### src/irpwb_pkg.sv
// ----------------------------------------------------------------------------
// irpwb_pkg
// Shared types and constants for the IR pulse-width beacon framer: register
// indexes, reset values, frame part state codes and the result bundle.
// ----------------------------------------------------------------------------
package irpwb_pkg;

	// fixed field widths
	localparam int EMITTER_COUNT = 4;
	localparam int TICK_REG_W    = 20;
	localparam int PCOUNT_W      = 4;
	localparam int BOARD_W       = 2;
	localparam int REG_INDEX_W   = 3;
	localparam int PART_CODE_W   = 2;

	// default counter width for the tick counter
	localparam int COUNT_WIDTH_DEFAULT = 20;

	// register indexes
	localparam logic [REG_INDEX_W-1:0] REG_PREAMBLE_COUNT = 3'd0;
	localparam logic [REG_INDEX_W-1:0] REG_BOARD_ID       = 3'd1;
	localparam logic [REG_INDEX_W-1:0] REG_PREAMBLE_TICKS = 3'd2;
	localparam logic [REG_INDEX_W-1:0] REG_SHORT_TICKS    = 3'd3;
	localparam logic [REG_INDEX_W-1:0] REG_LONG_TICKS     = 3'd4;
	localparam logic [REG_INDEX_W-1:0] REG_RUN_ENABLE     = 3'd5;

	// register reset values
	localparam logic [PCOUNT_W-1:0]   RST_PREAMBLE_COUNT = 4'd5;
	localparam logic [BOARD_W-1:0]    RST_BOARD_ID       = 2'd0;
	localparam logic [TICK_REG_W-1:0] RST_PREAMBLE_TICKS = 20'd150000;
	localparam logic [TICK_REG_W-1:0] RST_SHORT_TICKS    = 20'd70000;
	localparam logic [TICK_REG_W-1:0] RST_LONG_TICKS     = 20'd280000;

	// frame part codes seen on the output
	localparam logic [PART_CODE_W-1:0] CODE_PREAMBLE = 2'd0;
	localparam logic [PART_CODE_W-1:0] CODE_BOARD    = 2'd1;
	localparam logic [PART_CODE_W-1:0] CODE_INDEX    = 2'd2;

	// frame part state, one-hot
	typedef enum logic [2:0] {
		PART_PREAMBLE = 3'b001,
		PART_BOARD    = 3'b010,
		PART_INDEX    = 3'b100
	} part_t;

	// configuration register bundle
	typedef struct packed {
		logic [PCOUNT_W-1:0]   preamble_count;
		logic [BOARD_W-1:0]    board_id;
		logic [TICK_REG_W-1:0] preamble_ticks;
		logic [TICK_REG_W-1:0] short_ticks;
		logic [TICK_REG_W-1:0] long_ticks;
		logic                  run_enable;
	} cfg_t;

	// one result
	typedef struct packed {
		logic [EMITTER_COUNT-1:0] emitter_on;
		logic                     frame_start;
		logic [PART_CODE_W-1:0]   frame_part;
	} res_t;

	// output code of a part state
	function automatic logic [PART_CODE_W-1:0] part_code(input part_t p);
		logic [PART_CODE_W-1:0] c;
		case (p)
			PART_PREAMBLE: c = CODE_PREAMBLE;
			PART_BOARD:    c = CODE_BOARD;
			PART_INDEX:    c = CODE_INDEX;
			default:       c = 2'd3;
		endcase
		return c;
	endfunction

endpackage

### src/irpwb_cfg.sv
// ----------------------------------------------------------------------------
// irpwb_cfg
// Configuration register file: six registers written by index, no read-back.
// ----------------------------------------------------------------------------
module irpwb_cfg import irpwb_pkg::*; (
	input  logic                   clk,
	input  logic                   arst_n,
	input  logic                   cfg_write,
	input  logic [REG_INDEX_W-1:0] cfg_index,
	input  logic [TICK_REG_W-1:0]  cfg_data,
	output cfg_t                   cfg
);

	cfg_t cfg_q;

	// register writes by index
	always_ff @(posedge clk or negedge arst_n) begin
		if (!arst_n) begin
			cfg_q.preamble_count <= RST_PREAMBLE_COUNT;
			cfg_q.board_id       <= RST_BOARD_ID;
			cfg_q.preamble_ticks <= RST_PREAMBLE_TICKS;
			cfg_q.short_ticks    <= RST_SHORT_TICKS;
			cfg_q.long_ticks     <= RST_LONG_TICKS;
			cfg_q.run_enable     <= 1'b0;
		end else if (cfg_write) begin
			case (cfg_index)
				REG_PREAMBLE_COUNT: cfg_q.preamble_count <= cfg_data[PCOUNT_W-1:0];
				REG_BOARD_ID:       cfg_q.board_id       <= cfg_data[BOARD_W-1:0];
				REG_PREAMBLE_TICKS: cfg_q.preamble_ticks <= cfg_data;
				REG_SHORT_TICKS:    cfg_q.short_ticks    <= cfg_data;
				REG_LONG_TICKS:     cfg_q.long_ticks     <= cfg_data;
				REG_RUN_ENABLE:     cfg_q.run_enable     <= cfg_data[0];
				default: ;
			endcase
		end
	end

	assign cfg = cfg_q;

endmodule

### src/irpwb_seq.sv
// ----------------------------------------------------------------------------
// irpwb_seq
// Frame sequencer: position state of the frame, the emitter envelope for the
// current tick and the step to the next tick, one tick per enabled cycle.
// ----------------------------------------------------------------------------
module irpwb_seq import irpwb_pkg::*; #(
	parameter int COUNT_WIDTH = COUNT_WIDTH_DEFAULT
) (
	input  logic clk,
	input  logic arst_n,
	input  logic step,
	input  logic advance,
	input  cfg_t cfg,
	output res_t res
);

	// length arithmetic wide enough for 2^COUNT_WIDTH and any register value
	localparam int LW = (COUNT_WIDTH + 1 > TICK_REG_W + 1) ? COUNT_WIDTH + 1 : TICK_REG_W + 1;
	localparam logic [LW-1:0] LEN_ONE = {{(LW-1){1'b0}}, 1'b1};
	localparam logic [LW-1:0] LEN_CAP = LEN_ONE << COUNT_WIDTH;

	// a zero length acts as one, anything above 2^COUNT_WIDTH is capped
	function automatic logic [LW-1:0] eff_len(input logic [TICK_REG_W-1:0] r);
		logic [LW-1:0] v;
		v = {{(LW-TICK_REG_W){1'b0}}, r};
		if (v == '0) v = LEN_ONE;
		if (v > LEN_CAP) v = LEN_CAP;
		return v;
	endfunction

	part_t                    part_q;
	logic [PCOUNT_W-1:0]      pulse_index_q;
	logic                     bit_index_q;
	logic                     half_q;
	logic [COUNT_WIDTH-1:0]   tick_count_q;
	logic [EMITTER_COUNT-1:0] emitters_q;

	part_t                    part_d;
	logic [PCOUNT_W-1:0]      pulse_index_d;
	logic                     bit_index_d;
	logic                     half_d;
	logic [COUNT_WIDTH-1:0]   tick_count_d;
	logic [EMITTER_COUNT-1:0] emitters_d;

	part_t                    p;
	logic [PCOUNT_W-1:0]      pi;
	logic                     bi;
	logic                     hf;
	logic [COUNT_WIDTH-1:0]   tc;
	logic                     at_start;
	logic [LW-1:0]            len_pre;
	logic [LW-1:0]            len_short;
	logic [LW-1:0]            len_long;
	logic [LW-1:0]            len;
	logic [LW-1:0]            tc_ext;
	logic [LW-1:0]            tc_inc;
	logic                     tail_on;
	logic                     board_bit;
	logic [EMITTER_COUNT-1:0] val;
	logic [PCOUNT_W:0]        pulse_next;

	assign len_pre   = eff_len(cfg.preamble_ticks);
	assign len_short = eff_len(cfg.short_ticks);
	assign len_long  = eff_len(cfg.long_ticks);

	// envelope and next position for one tick
	always_comb begin
		part_d        = part_q;
		pulse_index_d = pulse_index_q;
		bit_index_d   = bit_index_q;
		half_d        = half_q;
		tick_count_d  = tick_count_q;
		emitters_d    = emitters_q;
		res.emitter_on  = emitters_q;
		res.frame_start = 1'b0;
		res.frame_part  = part_code(part_q);

		p  = part_q;
		pi = pulse_index_q;
		bi = bit_index_q;
		hf = half_q;
		tc = tick_count_q;

		// an unknown part code restarts the frame
		if (p != PART_PREAMBLE && p != PART_BOARD && p != PART_INDEX) begin
			p  = PART_PREAMBLE;
			pi = '0;
			bi = 1'b0;
			hf = 1'b0;
			tc = '0;
		end

		at_start = (p == PART_PREAMBLE) && (pi == '0) && !bi && !hf && (tc == '0);

		// skip an empty or shortened preamble
		if (p == PART_PREAMBLE && pi >= cfg.preamble_count) begin
			p  = PART_BOARD;
			pi = '0;
			bi = 1'b0;
			hf = 1'b0;
			tc = '0;
		end

		tc_ext = {{(LW-COUNT_WIDTH){1'b0}}, tc};
		tc_inc = tc_ext + LEN_ONE;

		// second half of a one bit stays on for long minus short ticks
		tail_on = (len_long > len_short) && (tc_ext < (len_long - len_short));

		board_bit = bi ? cfg.board_id[0] : cfg.board_id[1];

		val = '0;
		case (p)
			PART_PREAMBLE: val = hf ? '0 : '1;
			PART_BOARD:    val = (!hf || (board_bit && tail_on)) ? '1 : '0;
			PART_INDEX: begin
				for (int k = 0; k < EMITTER_COUNT; k++) begin
					val[k] = !hf || ((bi ? k[0] : k[1]) && tail_on);
				end
			end
			default: val = '0;
		endcase

		if (p == PART_PREAMBLE) len = len_pre;
		else len = hf ? len_long : len_short;

		pulse_next = {1'b0, pi} + {{PCOUNT_W{1'b0}}, 1'b1};

		if (advance) begin
			if (at_start && !cfg.run_enable) begin
				// idle at frame start: emitters off, position held
				emitters_d      = '0;
				res.emitter_on  = '0;
				res.frame_start = 1'b0;
				res.frame_part  = CODE_PREAMBLE;
			end else begin
				emitters_d      = val;
				res.emitter_on  = val;
				res.frame_start = at_start;
				res.frame_part  = part_code(p);
				part_d          = p;
				pulse_index_d   = pi;
				bit_index_d     = bi;
				half_d          = hf;
				// end of the current half
				if (tc_inc >= len) begin
					tick_count_d = '0;
					if (!hf) begin
						half_d = 1'b1;
					end else begin
						half_d = 1'b0;
						if (p == PART_PREAMBLE) begin
							if (pulse_next >= {1'b0, cfg.preamble_count}) begin
								part_d        = PART_BOARD;
								pulse_index_d = '0;
							end else begin
								pulse_index_d = pulse_next[PCOUNT_W-1:0];
							end
						end else if (!bi) begin
							bit_index_d = 1'b1;
						end else begin
							bit_index_d = 1'b0;
							part_d      = (p == PART_BOARD) ? PART_INDEX : PART_PREAMBLE;
						end
					end
				end else begin
					tick_count_d = tc_inc[COUNT_WIDTH-1:0];
				end
			end
		end
	end

	// position state
	always_ff @(posedge clk or negedge arst_n) begin
		if (!arst_n) begin
			part_q        <= PART_PREAMBLE;
			pulse_index_q <= '0;
			bit_index_q   <= 1'b0;
			half_q        <= 1'b0;
			tick_count_q  <= '0;
			emitters_q    <= '0;
		end else if (step) begin
			part_q        <= part_d;
			pulse_index_q <= pulse_index_d;
			bit_index_q   <= bit_index_d;
			half_q        <= half_d;
			tick_count_q  <= tick_count_d;
			emitters_q    <= emitters_d;
		end
	end

endmodule

### src/ir_pulse_width_beacon_framer.sv
// ----------------------------------------------------------------------------
// ir_pulse_width_beacon_framer
// Four-emitter IR beacon frame generator: preamble, board id, emitter index.
// ----------------------------------------------------------------------------
// Each request is one time tick (advance = 1) or a hold (advance = 0) and
// produces exactly one result: the four emitter envelopes, a frame start flag
// and the current frame part. One request is taken every clock cycle while
// in_stall is low; a request goes through an input register and the frame
// sequencer into the output register, which drives the outputs. The input
// register lets one more request be taken while a result waits in the output
// register on a stalled output. Register writes go through cfg_write/cfg_index/
// cfg_data and apply to the next tick; write them only while no request is in
// flight.
module ir_pulse_width_beacon_framer import irpwb_pkg::*; #(
	parameter int COUNT_WIDTH = COUNT_WIDTH_DEFAULT
) (
	input  logic                     clk,
	input  logic                     arst_n,
	input  logic                     cfg_write,
	input  logic [REG_INDEX_W-1:0]   cfg_index,
	input  logic [TICK_REG_W-1:0]    cfg_data,
	input  logic                     in_valid,
	output logic                     in_stall,
	input  logic                     advance,
	output logic                     out_valid,
	input  logic                     out_stall,
	output logic [EMITTER_COUNT-1:0] emitter_on,
	output logic                     frame_start,
	output logic [PART_CODE_W-1:0]   frame_part
);

	cfg_t cfg;
	res_t res;
	logic valid_s1;
	logic advance_s1;
	logic valid_s2;
	res_t res_s2;
	logic move_s1;
	logic accept_in;

	irpwb_cfg u_cfg (
		.clk       (clk),
		.arst_n    (arst_n),
		.cfg_write (cfg_write),
		.cfg_index (cfg_index),
		.cfg_data  (cfg_data),
		.cfg       (cfg)
	);

	irpwb_seq #(
		.COUNT_WIDTH (COUNT_WIDTH)
	) u_seq (
		.clk     (clk),
		.arst_n  (arst_n),
		.step    (move_s1),
		.advance (advance_s1),
		.cfg     (cfg),
		.res     (res)
	);

	// handshake between the stages
	assign move_s1   = valid_s1 && (!valid_s2 || !out_stall);
	assign in_stall  = valid_s1 && !move_s1;
	assign accept_in = in_valid && !in_stall;

	// input register
	always_ff @(posedge clk or negedge arst_n) begin
		if (!arst_n) begin
			valid_s1 <= 1'b0;
		end else if (accept_in) begin
			valid_s1 <= 1'b1;
		end else if (move_s1) begin
			valid_s1 <= 1'b0;
		end
	end

	always_ff @(posedge clk) begin
		if (accept_in) begin
			advance_s1 <= advance;
		end
	end

	// output register
	always_ff @(posedge clk or negedge arst_n) begin
		if (!arst_n) begin
			valid_s2 <= 1'b0;
		end else if (move_s1) begin
			valid_s2 <= 1'b1;
		end else if (!out_stall) begin
			valid_s2 <= 1'b0;
		end
	end

	always_ff @(posedge clk) begin
		if (move_s1) begin
			res_s2 <= res;
		end
	end

	assign out_valid   = valid_s2;
	assign emitter_on  = res_s2.emitter_on;
	assign frame_start = res_s2.frame_start;
	assign frame_part  = res_s2.frame_part;

endmodule

### config.mk
export PLATFORM = sky130hd
export DESIGN_NAME = ir_pulse_width_beacon_framer
export DESIGN_NICKNAME = d
export VERILOG_FILES = /design/src/irpwb_pkg.sv /design/src/irpwb_cfg.sv /design/src/irpwb_seq.sv /design/src/ir_pulse_width_beacon_framer.sv
export SDC_FILE = /design/constraint.sdc
export NUM_CORES = 1
export LEC_CHECK = 0
export ABC_AREA = 1
export BUFFER_PORTS_ARGS = -buffer_cell sky130_fd_sc_hd__buf_4
export CORE_MARGIN = 2
export CORE_UTILIZATION = 55
export DETAILED_ROUTE_END_ITERATION = 16
export GPL_TIMING_DRIVEN = 0
export PLACE_DENSITY = 0.84
export SLEW_MARGIN = 25
export SYNTH_ARGS = -nofsm -noshare
export SYNTH_HDL_FRONTEND = slang
export SYNTH_SLANG_ARGS = --single-unit
### constraint.sdc
create_clock -name clk -period 7.2 [get_ports clk]
set_clock_uncertainty 0.2 [all_clocks]
set_input_delay 0.36 -clock clk [delete_from_list [all_inputs] [get_ports clk]]
set_output_delay 0.36 -clock clk [all_outputs]
set_load 0.03 [all_outputs]
### Word-level counts from Yosys, hierarchy flattened

Cells that the tools add are included.
W data, S select, Z words.

| operators by class | value |
|---|---|
| mux-type cells | 49 |
| bitwise operators | 2 |
| reductions and logical operators | 44 |
| add/sub/neg operators | 3 |
| equality and inequality tests | 16 |
| order comparisons | 8 |

Operators with widths:

| kind | number |
|---|---|
| $mux W20 | 6 |
| $mux W21 | 5 |
| $logic_not A20 Y1 | 4 |
| $gt A20 B21 Y1 const B | 3 |
| $mux W4 | 9 |
| $mux W3 | 8 |
| $add A20 B1 Y21 const B | 1 |
| $ge A21 B21 Y1 | 1 |
| $gt A21 B21 Y1 | 1 |
| $lt A20 B21 Y1 | 1 |
| $sub A21 B21 Y21 | 1 |
| $mux W1 | 16 |
| $logic_and A1 B1 Y1 | 15 |
| $mux W7 | 2 |
| $reduce_and A2 Y1 | 7 |
| $eq A3 B1 Y1 const B | 4 |
| $eq A3 B2 Y1 const B | 4 |
| $eq A3 B3 Y1 const B | 4 |
| $pmux W2 S3 | 2 |
| $pmux W4 S3 | 1 |
| $logic_not A1 Y1 | 8 |
| $add A4 B1 Y5 const B | 1 |
| $ge A5 B4 Y1 | 1 |
| $logic_or A1 B1 Y1 | 5 |
| other kinds (11) | 12 |

| storage, ports and cells | value |
|---|---|
| output and inout bits | 9 |
| input port bits | 29 |
| bits in registers | 110 |

### Logic depth before layout (Yosys ltp)

Gate-level depths: netlist of run 1.

| depth | value |
|---|---|
| depth in word-level cells | 15 |
| mapped depth | 44 |
| depth with buffers taken out | 42 |

### Hierarchy

Synthesis of run 1 repeated with hierarchy kept, for this count alone.

| second synthesis, totals | value |
|---|---|
| cell total of the unflattened synthesis | 1167 |
| area total of the unflattened synthesis | 8425.6 um^2 |

Modules (own cells, without submodules):

| module | cells each | seq. area each (um^2) | times used | area an instance (um^2) |
|---|---|---|---|---|
| irpwb_seq | 842 | 827.0 | 1 | 5387.7 |
| irpwb_cfg | 305 | 1704.1 | 1 | 2702.6 |
| ir_pulse_width_beacon_framer | 20 | 290.3 | 1 | 335.3 |

### Worst setup path before layout of run 1

OpenSTA, ideal clock, no wires.

| timing path | value |
|---|---|
| path type | register -> register |
| start point | register u_seq.part_q[0] |
| end point | register u_seq.tick_count_q[11] |
| arrival time | 4.950 ns |
| required time | 6.920 ns |
| cell stages (with the launch flop) | 42 |
| period minus slack after synthesis | 5.230 ns |
| slack | 1.970 ns |
| setup time | 0.080 ns |
| cell sequence | dfstp_2 -> inv_2 -> nor3_1 -> nor2_4 -> inv_4 -> buf_6 -> nand2_1 -> inv_1 -> ha_1 -> inv_1 -> o21bai_1 -> nand3_1 -> nand3_1 -> nand2_4 -> buf_4 -> nand3_1 -> inv_1 -> ha_1 -> [... 6 more ...] -> nand2_1 -> nand2_1 -> inv_1 -> ha_1 -> nand2_1 -> inv_1 -> o21ai_0 -> nand2_1 -> a21oi_1 -> a21oi_1 -> o21bai_1 -> nand3b_1 -> nand2_1 -> nand3_2 -> nor2_4 -> inv_4 -> buf_8 -> o22ai_2 |

| between the ends | value |
|---|---|
| longest elaborated chain between the ends | 12 |
| elaborated cells between the ends (all ways) | 33 |

Ends and longest elaborated chain:

| element | RTL line | RTL |
|---|---|---|
| start, declared | irpwb_seq.sv:31 | `part_t part_q;` |
| start signal, assigned | irpwb_seq.sv:183 | `part_q <= part_d;` |
| parallel branches: the longest is 12 deep, another holds $add A20 B1 Y21 | - |  |
| end signal, assigned | irpwb_seq.sv:187 | `tick_count_q <= tick_count_d;` |
| end, declared | irpwb_seq.sv:35 | `logic [COUNT_WIDTH-1:0] tick_count_q;` |

Parallel ways; which one is timed is not known.
A chain may end at the register's enable or synchronous reset.

### Final worst setup path of run 1

| timing path | value |
|---|---|
| start point | register u_seq.part_q[0] |
| end point | register u_seq.tick_count_q[3] |

The elaborated chain is that of the path after synthesis.

==> impl_metrics.tcl, run 1 <==
set metrics [dict create \
    viasPerCell 5.67 \
    ys_seq_area_share_pct 33.1 \
    clock_sinks 110 \
    relSlewSlack_pct 38.2 \
    grt_usage_pct 28.6 \
    rr_startpoint "u_seq.part_q[0]" \
    hold_path_class "in2reg" \
    gp_congestion 0.976 \
    grt_first_pass_wirelength_um 37300 \
    final_util_pct 61.7 \
    cp_max_fo 10 \
    rr_worst_depth 41 \
    fillers 1359 \
    ys_ff_latch 110 \
    fmax_mhz 152 \
    cp-start-kind "flop" \
    drc 0 \
    tightest_slew_ps 927 \
    portBuffers 37 \
    drt-initial-drc-count 685 \
    syn_to_final_growth_pct 9.81 \
    synth_top_area_cell "dfrtp_1" \
    ctsResizeCount 0 \
    crit_top_cell "nand2_1" \
    cts.clk_slew.worst_paths_ps 80 \
    synth_cell_types 49 \
    die_y_um 129 \
    criticalPathCategory "reg2reg" \
    core_area_um2 15200 \
    grt_setup_unrepaired "false" \
    tns_ps 0 \
    arrival_ps 6660 \
    antenna_found_initial 0 \
    post_cts_buffers 0 \
    crit_required_ps 7280 \
    power.density_nw_per_um2 303 \
    register_area_um2 2820 \
    synth.area.top_cells "dfrtp_1 23%, nand2_1 12%, ha_1 10%, inv_1 8.4%, o21ai_0 7.8%" \
    finalCritPeriodShare_pct 91.4 \
    met3_usage_pct 4.66 \
    first_pass_iters 5 \
    gr-max-usage-layer "met2" \
    holdPathStages 3 \
    globalRouteMet2Util_pct 46.6 \
    setup_viol 0 \
    min_to "valid_s1" \
    io_pins 38 \
    status "completed" \
    clock_latency_ps 360 \
    n_antenna_cell 0 \
    htreeDepth 3 \
    ys_async_sr_fraction_pct 92.7 \
    drive_above_1_share_pct 12.4 \
    use_met1_pct 37.7 \
    drv_cap 0 \
    grt_start_max_net_pins 103 \
    reg2reg_to "u_seq.tick_count_q[3]" \
    dieWidth_um 129 \
    syn-instance-count 1172 \
    cts_max_path_buffers 2 \
    power_uw 2840 \
    routed_wl_um 22700 \
    worstHoldStart "in_valid" \
    slew_violations 0 \
    hold_viol 0 \
    ys.flop_type "dfrtp_1" \
    nets 1320 \
    synth.top_cell.area_share_pct 23.2 \
    cp_slowest_cell "dfstp_2" \
    grt_pass1_vias 7581 \
    worst_path_largest_cell_delay_ps 540 \
    r2r_setup_slack_ps 620 \
    cts_tree "built" \
    period_needed_ps 6580 \
    cts_buffers 9 \
    cts_root_buffer "clkbuf_16" \
    hold_buffers 2 \
    synth_edf_count 8 \
    place_hpwl_um 17600 \
    dr_total_vias 8016 \
    rows 45 \
    p_leak_uw 0.00483 \
    syn_area_per_cell_um2 7.28 \
    grt_overflow 0 \
    vdd_drop_max_uv 253 \
    die_area_um2 16500 \
    cp-end-kind "flop" \
    ys_warn_count 0 \
    antenna_left 0 \
    syn_area_um2 8540 \
    start_util_pct 56.1 \
    multiInputGateArea_um2 4700 \
    wl_per_cell_um 16.0 \
    syn_nets 1270 \
]
-- layer usage --
metal	share of wire, %	routed length, um
met4	4.9	1100
met2	45	10300
met3	6.4	1450
met5	0	0
met1	43	9860
-- per-stage QoR --
step           cells  hold slack (ps)  setup WS [ps]  instance area, um^2
2_1_floorplan   1172             -136           1970                 8540
3_3_place_gp    1397              240            881                 9050
3_5_place_dp    1397              261            775                 9050
4_1_cts         1415             8.35            742                 9370
5_1_grt         1415             55.1            153                 9370
6_report        1415             15.4            617                 9370
-- synth_stat cells (14+ instances only) --
library cell  instances
clkbuf_1             39
nand2_1             281
inv_1               190
o21ai_0             133
nand4_1              23
a21oi_1              52
nand3_1              34
dfrtp_1              79
nor3_1               18
nor2_1               51
ha_1                 69
o21ai_1              14
xor2_1               24
dfstp_2              23
-- cell type report --
class	count	share of cell area, %
Sequential cell	110	30.1
Clock inverter	5	0.494
Clock buffer	11	2.71
Timing Repair Buffer	39	3.22
Multi-Input combinational cell	812	50.2
Tap cell	188	2.51
Inverter	200	8.09
Buffer	50	2.68
-- state kept, by name, indices dropped and copies added (netlist names) --
name                 count
emitter_on               4
u_seq.emitters_q         4
valid_s1                 1
u_seq.tick_count_q      20
u_seq.pulse_index_q      4
frame_start              1
frame_part               2
advance_s1               1
u_seq.part_q             3
u_seq.half_q             1
u_cfg.cfg               67
u_seq.bit_index_q        1
out_valid                1
-- cell usage in the layout, fill, tap and decap left out, drive strengths merged, types with 2 or more instances in the layout --
master / n
a21o: 4
a21oi: 52
a31oi: 5
a41oi: 3
buf: 48
clkbuf: 50
clkinvlp: 2
dfrtp: 79
dfstp: 23
dlygate4sd3: 2
edfxtp: 8
ha: 69
inv: 203
nand2: 293
nand3: 41
nand3b: 3
nand4: 23
nor2: 67
nor3: 22
nor4: 11
o211ai: 3
o21ai: 148
o21bai: 9
o22ai: 16
o31ai: 2
or2: 2
or4: 2
xnor2: 9
xor2: 24
-- critical path: cells and delay by family (launching register included) --
kind | cells | cell delay, ps
AOI/OAI and AO/OA | 6 | 560
adders and majority gates | 3 | 770
buffers and inverters | 11 | 1430
DFF | 1 | 540
and+or+nand+nor | 21 | 2970
-- power by group --
part	internal (uW)	switching (uW)	total (uW)
Sequential	765	85.6	850
Combinational	499	985	1480
Clock	262	244	507
Total	1530	1320	2840
-- how the worst max path moves through the flow --
stage | from | to | slack [ps] | depth (start not counted)
final | u_seq.part_q[0] | u_seq.tick_count_q[3] | 620 | 41
after detailed placement | u_seq.part_q[0] | u_seq.tick_count_q[9] | 770 | 41
after floorplan | u_seq.part_q[0] | u_seq.tick_count_q[11] | 1970 | 41
after global placement | u_seq.part_q[0] | u_seq.tick_count_q[12] | 880 | 41
after global routing | u_seq.part_q[0] | u_seq.tick_count_q[8] | 150 | 42
after CTS | u_seq.part_q[0] | u_seq.tick_count_q[3] | 740 | 41
-- logic make-up after synthesis --
logic type / synth area share [%]
AO/OA/AOI/OAI: 16.5
XOR/XNOR: 3.47
adder cells (fa/ha/maj): 10.1
buffers and inverters: 11.8
flip-flops: 33.1
AND/OR/NAND/NOR: 25.1
Power figures use the tool's default switching activity.
==> run 2: changes to the inputs <==
--- a/config.mk
+++ b/config.mk
@@ -7,11 +7,13 @@
 export LEC_CHECK = 0
 export ABC_AREA = 1
 export BUFFER_PORTS_ARGS = -buffer_cell sky130_fd_sc_hd__buf_4
+export CORE_ASPECT_RATIO = 0.6
 export CORE_MARGIN = 2
-export CORE_UTILIZATION = 55
+export CORE_UTILIZATION = 35
 export DETAILED_ROUTE_END_ITERATION = 16
+export GPL_ROUTABILITY_DRIVEN = 1
 export GPL_TIMING_DRIVEN = 0
-export PLACE_DENSITY = 0.84
+export PLACE_DENSITY = 0.62
 export SLEW_MARGIN = 25
 export SYNTH_ARGS = -nofsm -noshare
 export SYNTH_HDL_FRONTEND = slang
==> impl_metrics.tcl, run 2 (synthesized netlist as in run 1, its figures left out) <==
set metrics [dict create \
    status "completed" \
    final_cell_mix "281 x nand2_1, 189 x inv_1, 133 x o21ai_0" \
    die_y_um 125 \
    fmax_mhz 149 \
    reg2reg_to "u_seq.tick_count_q[7]" \
    antenna_left 0 \
    n_antenna_cell 0 \
    first_pass_iters 6 \
    routed_wl_um 26300 \
    grt_pass1_vias 7194 \
    cts_tree "built" \
    largest_register_ffs 67 \
    drive_above_1_share_pct 12.7 \
    tns_ps 0 \
    grt_usage_pct 21.0 \
    grt_overflow 0 \
    finalCritPeriodShare_pct 93.2 \
    io_pins 38 \
    rr_startpoint "u_seq.part_q[0]" \
    drt-initial-drc-count 804 \
    cp-end-kind "flop" \
    grt_start_max_net_pins 103 \
    clock_latency_ps 370 \
    wl_per_cell_um 16.9 \
    clock_sinks 110 \
    htreeDepth 3 \
    place_hpwl_um 21300 \
    viasPerCell 5.20 \
    portBuffers 37 \
    crit_cells 41 \
    die_area_um2 25700 \
    fillers 2509 \
    power_uw 2930 \
    start_util_pct 35.5 \
    core_area_um2 24100 \
    worst_path_largest_cell_delay_ps 550 \
    vdd_drop_max_uv 165 \
    worst_slack_ps 490 \
    startpoint "u_seq.part_q[0]" \
    p_leak_uw 0.00485 \
    criticalPathCategory "reg2reg" \
    cp.buffers_inverters 11 \
    grt_setup_unrepaired "false" \
    antenna_found_initial 0 \
    endpoint "u_seq.tick_count_q[7]" \
    rr_worst_depth 41 \
    relSlewSlack_pct 41.2 \
    period_needed_ps 6710 \
    arrival_ps 6800 \
    cts.clk_slew.worst_paths_ps 80 \
    setup_viol 0 \
    syn_to_final_growth_pct 12.1 \
    crit_top_cell "nand2_1" \
    gp_congestion 0.936 \
    drc 0 \
    post-place-ws_ps 468 \
    power.density_nw_per_um2 306 \
    crit_required_ps 7290 \
    rows 44 \
    hold_viol 0 \
    dieWidth_um 206 \
    mostFrequentLayoutCell "nand2_1" \
    cts_root_buffer "clkbuf_16" \
    cp_max_fo 10 \
    critical_path.top_delay_family "simple AND/OR/NAND/NOR gates" \
    tightest_slew_ps 882 \
    nets 1323 \
    cts_buffers 9 \
    slew_violations 0 \
    register_area_um2 2820 \
    cp_slowest_cell "dfstp_2" \
    grt_first_pass_wirelength_um 41500 \
    r2r_setup_slack_ps 490 \
    hold_path_class "in2reg" \
    drv_cap 0 \
    dr_total_vias 8071 \
    multiInputGateArea_um2 4700 \
    cts_max_path_buffers 2 \
    cp-start-kind "flop" \
]
-- run 2: cell types whose count changed in the layout (fill, tap and decap cells not counted), sizes merged --
cell	previous run	this run
buf	48	49
clkinv	0	1
clkinvlp	2	1
dlygate4sd3	2	3
inv	203	204
-- run 2: what timing repair did --
action	in CTS	in global routing
hold endpoints to repair	81	0
setup endpoints to repair	0	17
hold buffers	3	0
gates resized for setup	0	1
setup buffers	0	2
-- run 2: tightest hold or removal path: cells and delay by family --
family        cells  cell delay [ps]
simple gates      2              130
buf+inv           1               70
-- run 2: worst min path at each step --
stage / cells after the start / from / end
floorplan: 0 / arst_n / out_valid
global placement: 2 / valid_s1 / out_valid
detailed placement: 2 / valid_s1 / out_valid
CTS: 3 / out_stall / out_valid
global route: 3 / out_stall / out_valid
finish: 3 / out_stall / out_valid
-- run 2: area by class of cell --
cell class | count | share of cell area [%]
timing repair buffer | 42 | 3.44
buffer | 50 | 2.63
sequential | 110 | 29.5
multi-input combinational | 812 | 49.2
inverter | 200 | 7.92
tap | 322 | 4.21
clock buffer | 10 | 2.50
clock inverter | 6 | 0.641
-- run 2: routing by layer --
layer | vias to the layer above | part of all wire [%] | global-route usage [%]
met5 | - | 0 | 0
met4 | 0 | 1.1 | 3.77
met3 | 22 | 11 | 6.70
met2 | 337 | 35 | 24.9
met1 | 3795 | 53 | 35.4
li1 | 3917 | - | -
-- run 2: where the power goes --
part | total (uW) | switching [uW] | leakage (uW) | internal [uW]
Clock | 521 | 266 | 0.000146 | 254
Sequential | 854 | 89.0 | 0.00134 | 765
Combinational | 1560 | 1050 | 0.00337 | 506
-- run 2: metrics by stage --
step                      instance area, um^2  util (%)  hold slack [ps]  std cells
after floorplan                          8540         -             -136       1172
after global placement                   9220      38.3              246       1531
after detailed placement                 9220      38.3              250       1531
after CTS                                9550      39.7             21.7       1550
after global routing                     9570      39.8             67.0       1552
final                                    9570      39.8             30.7       1552
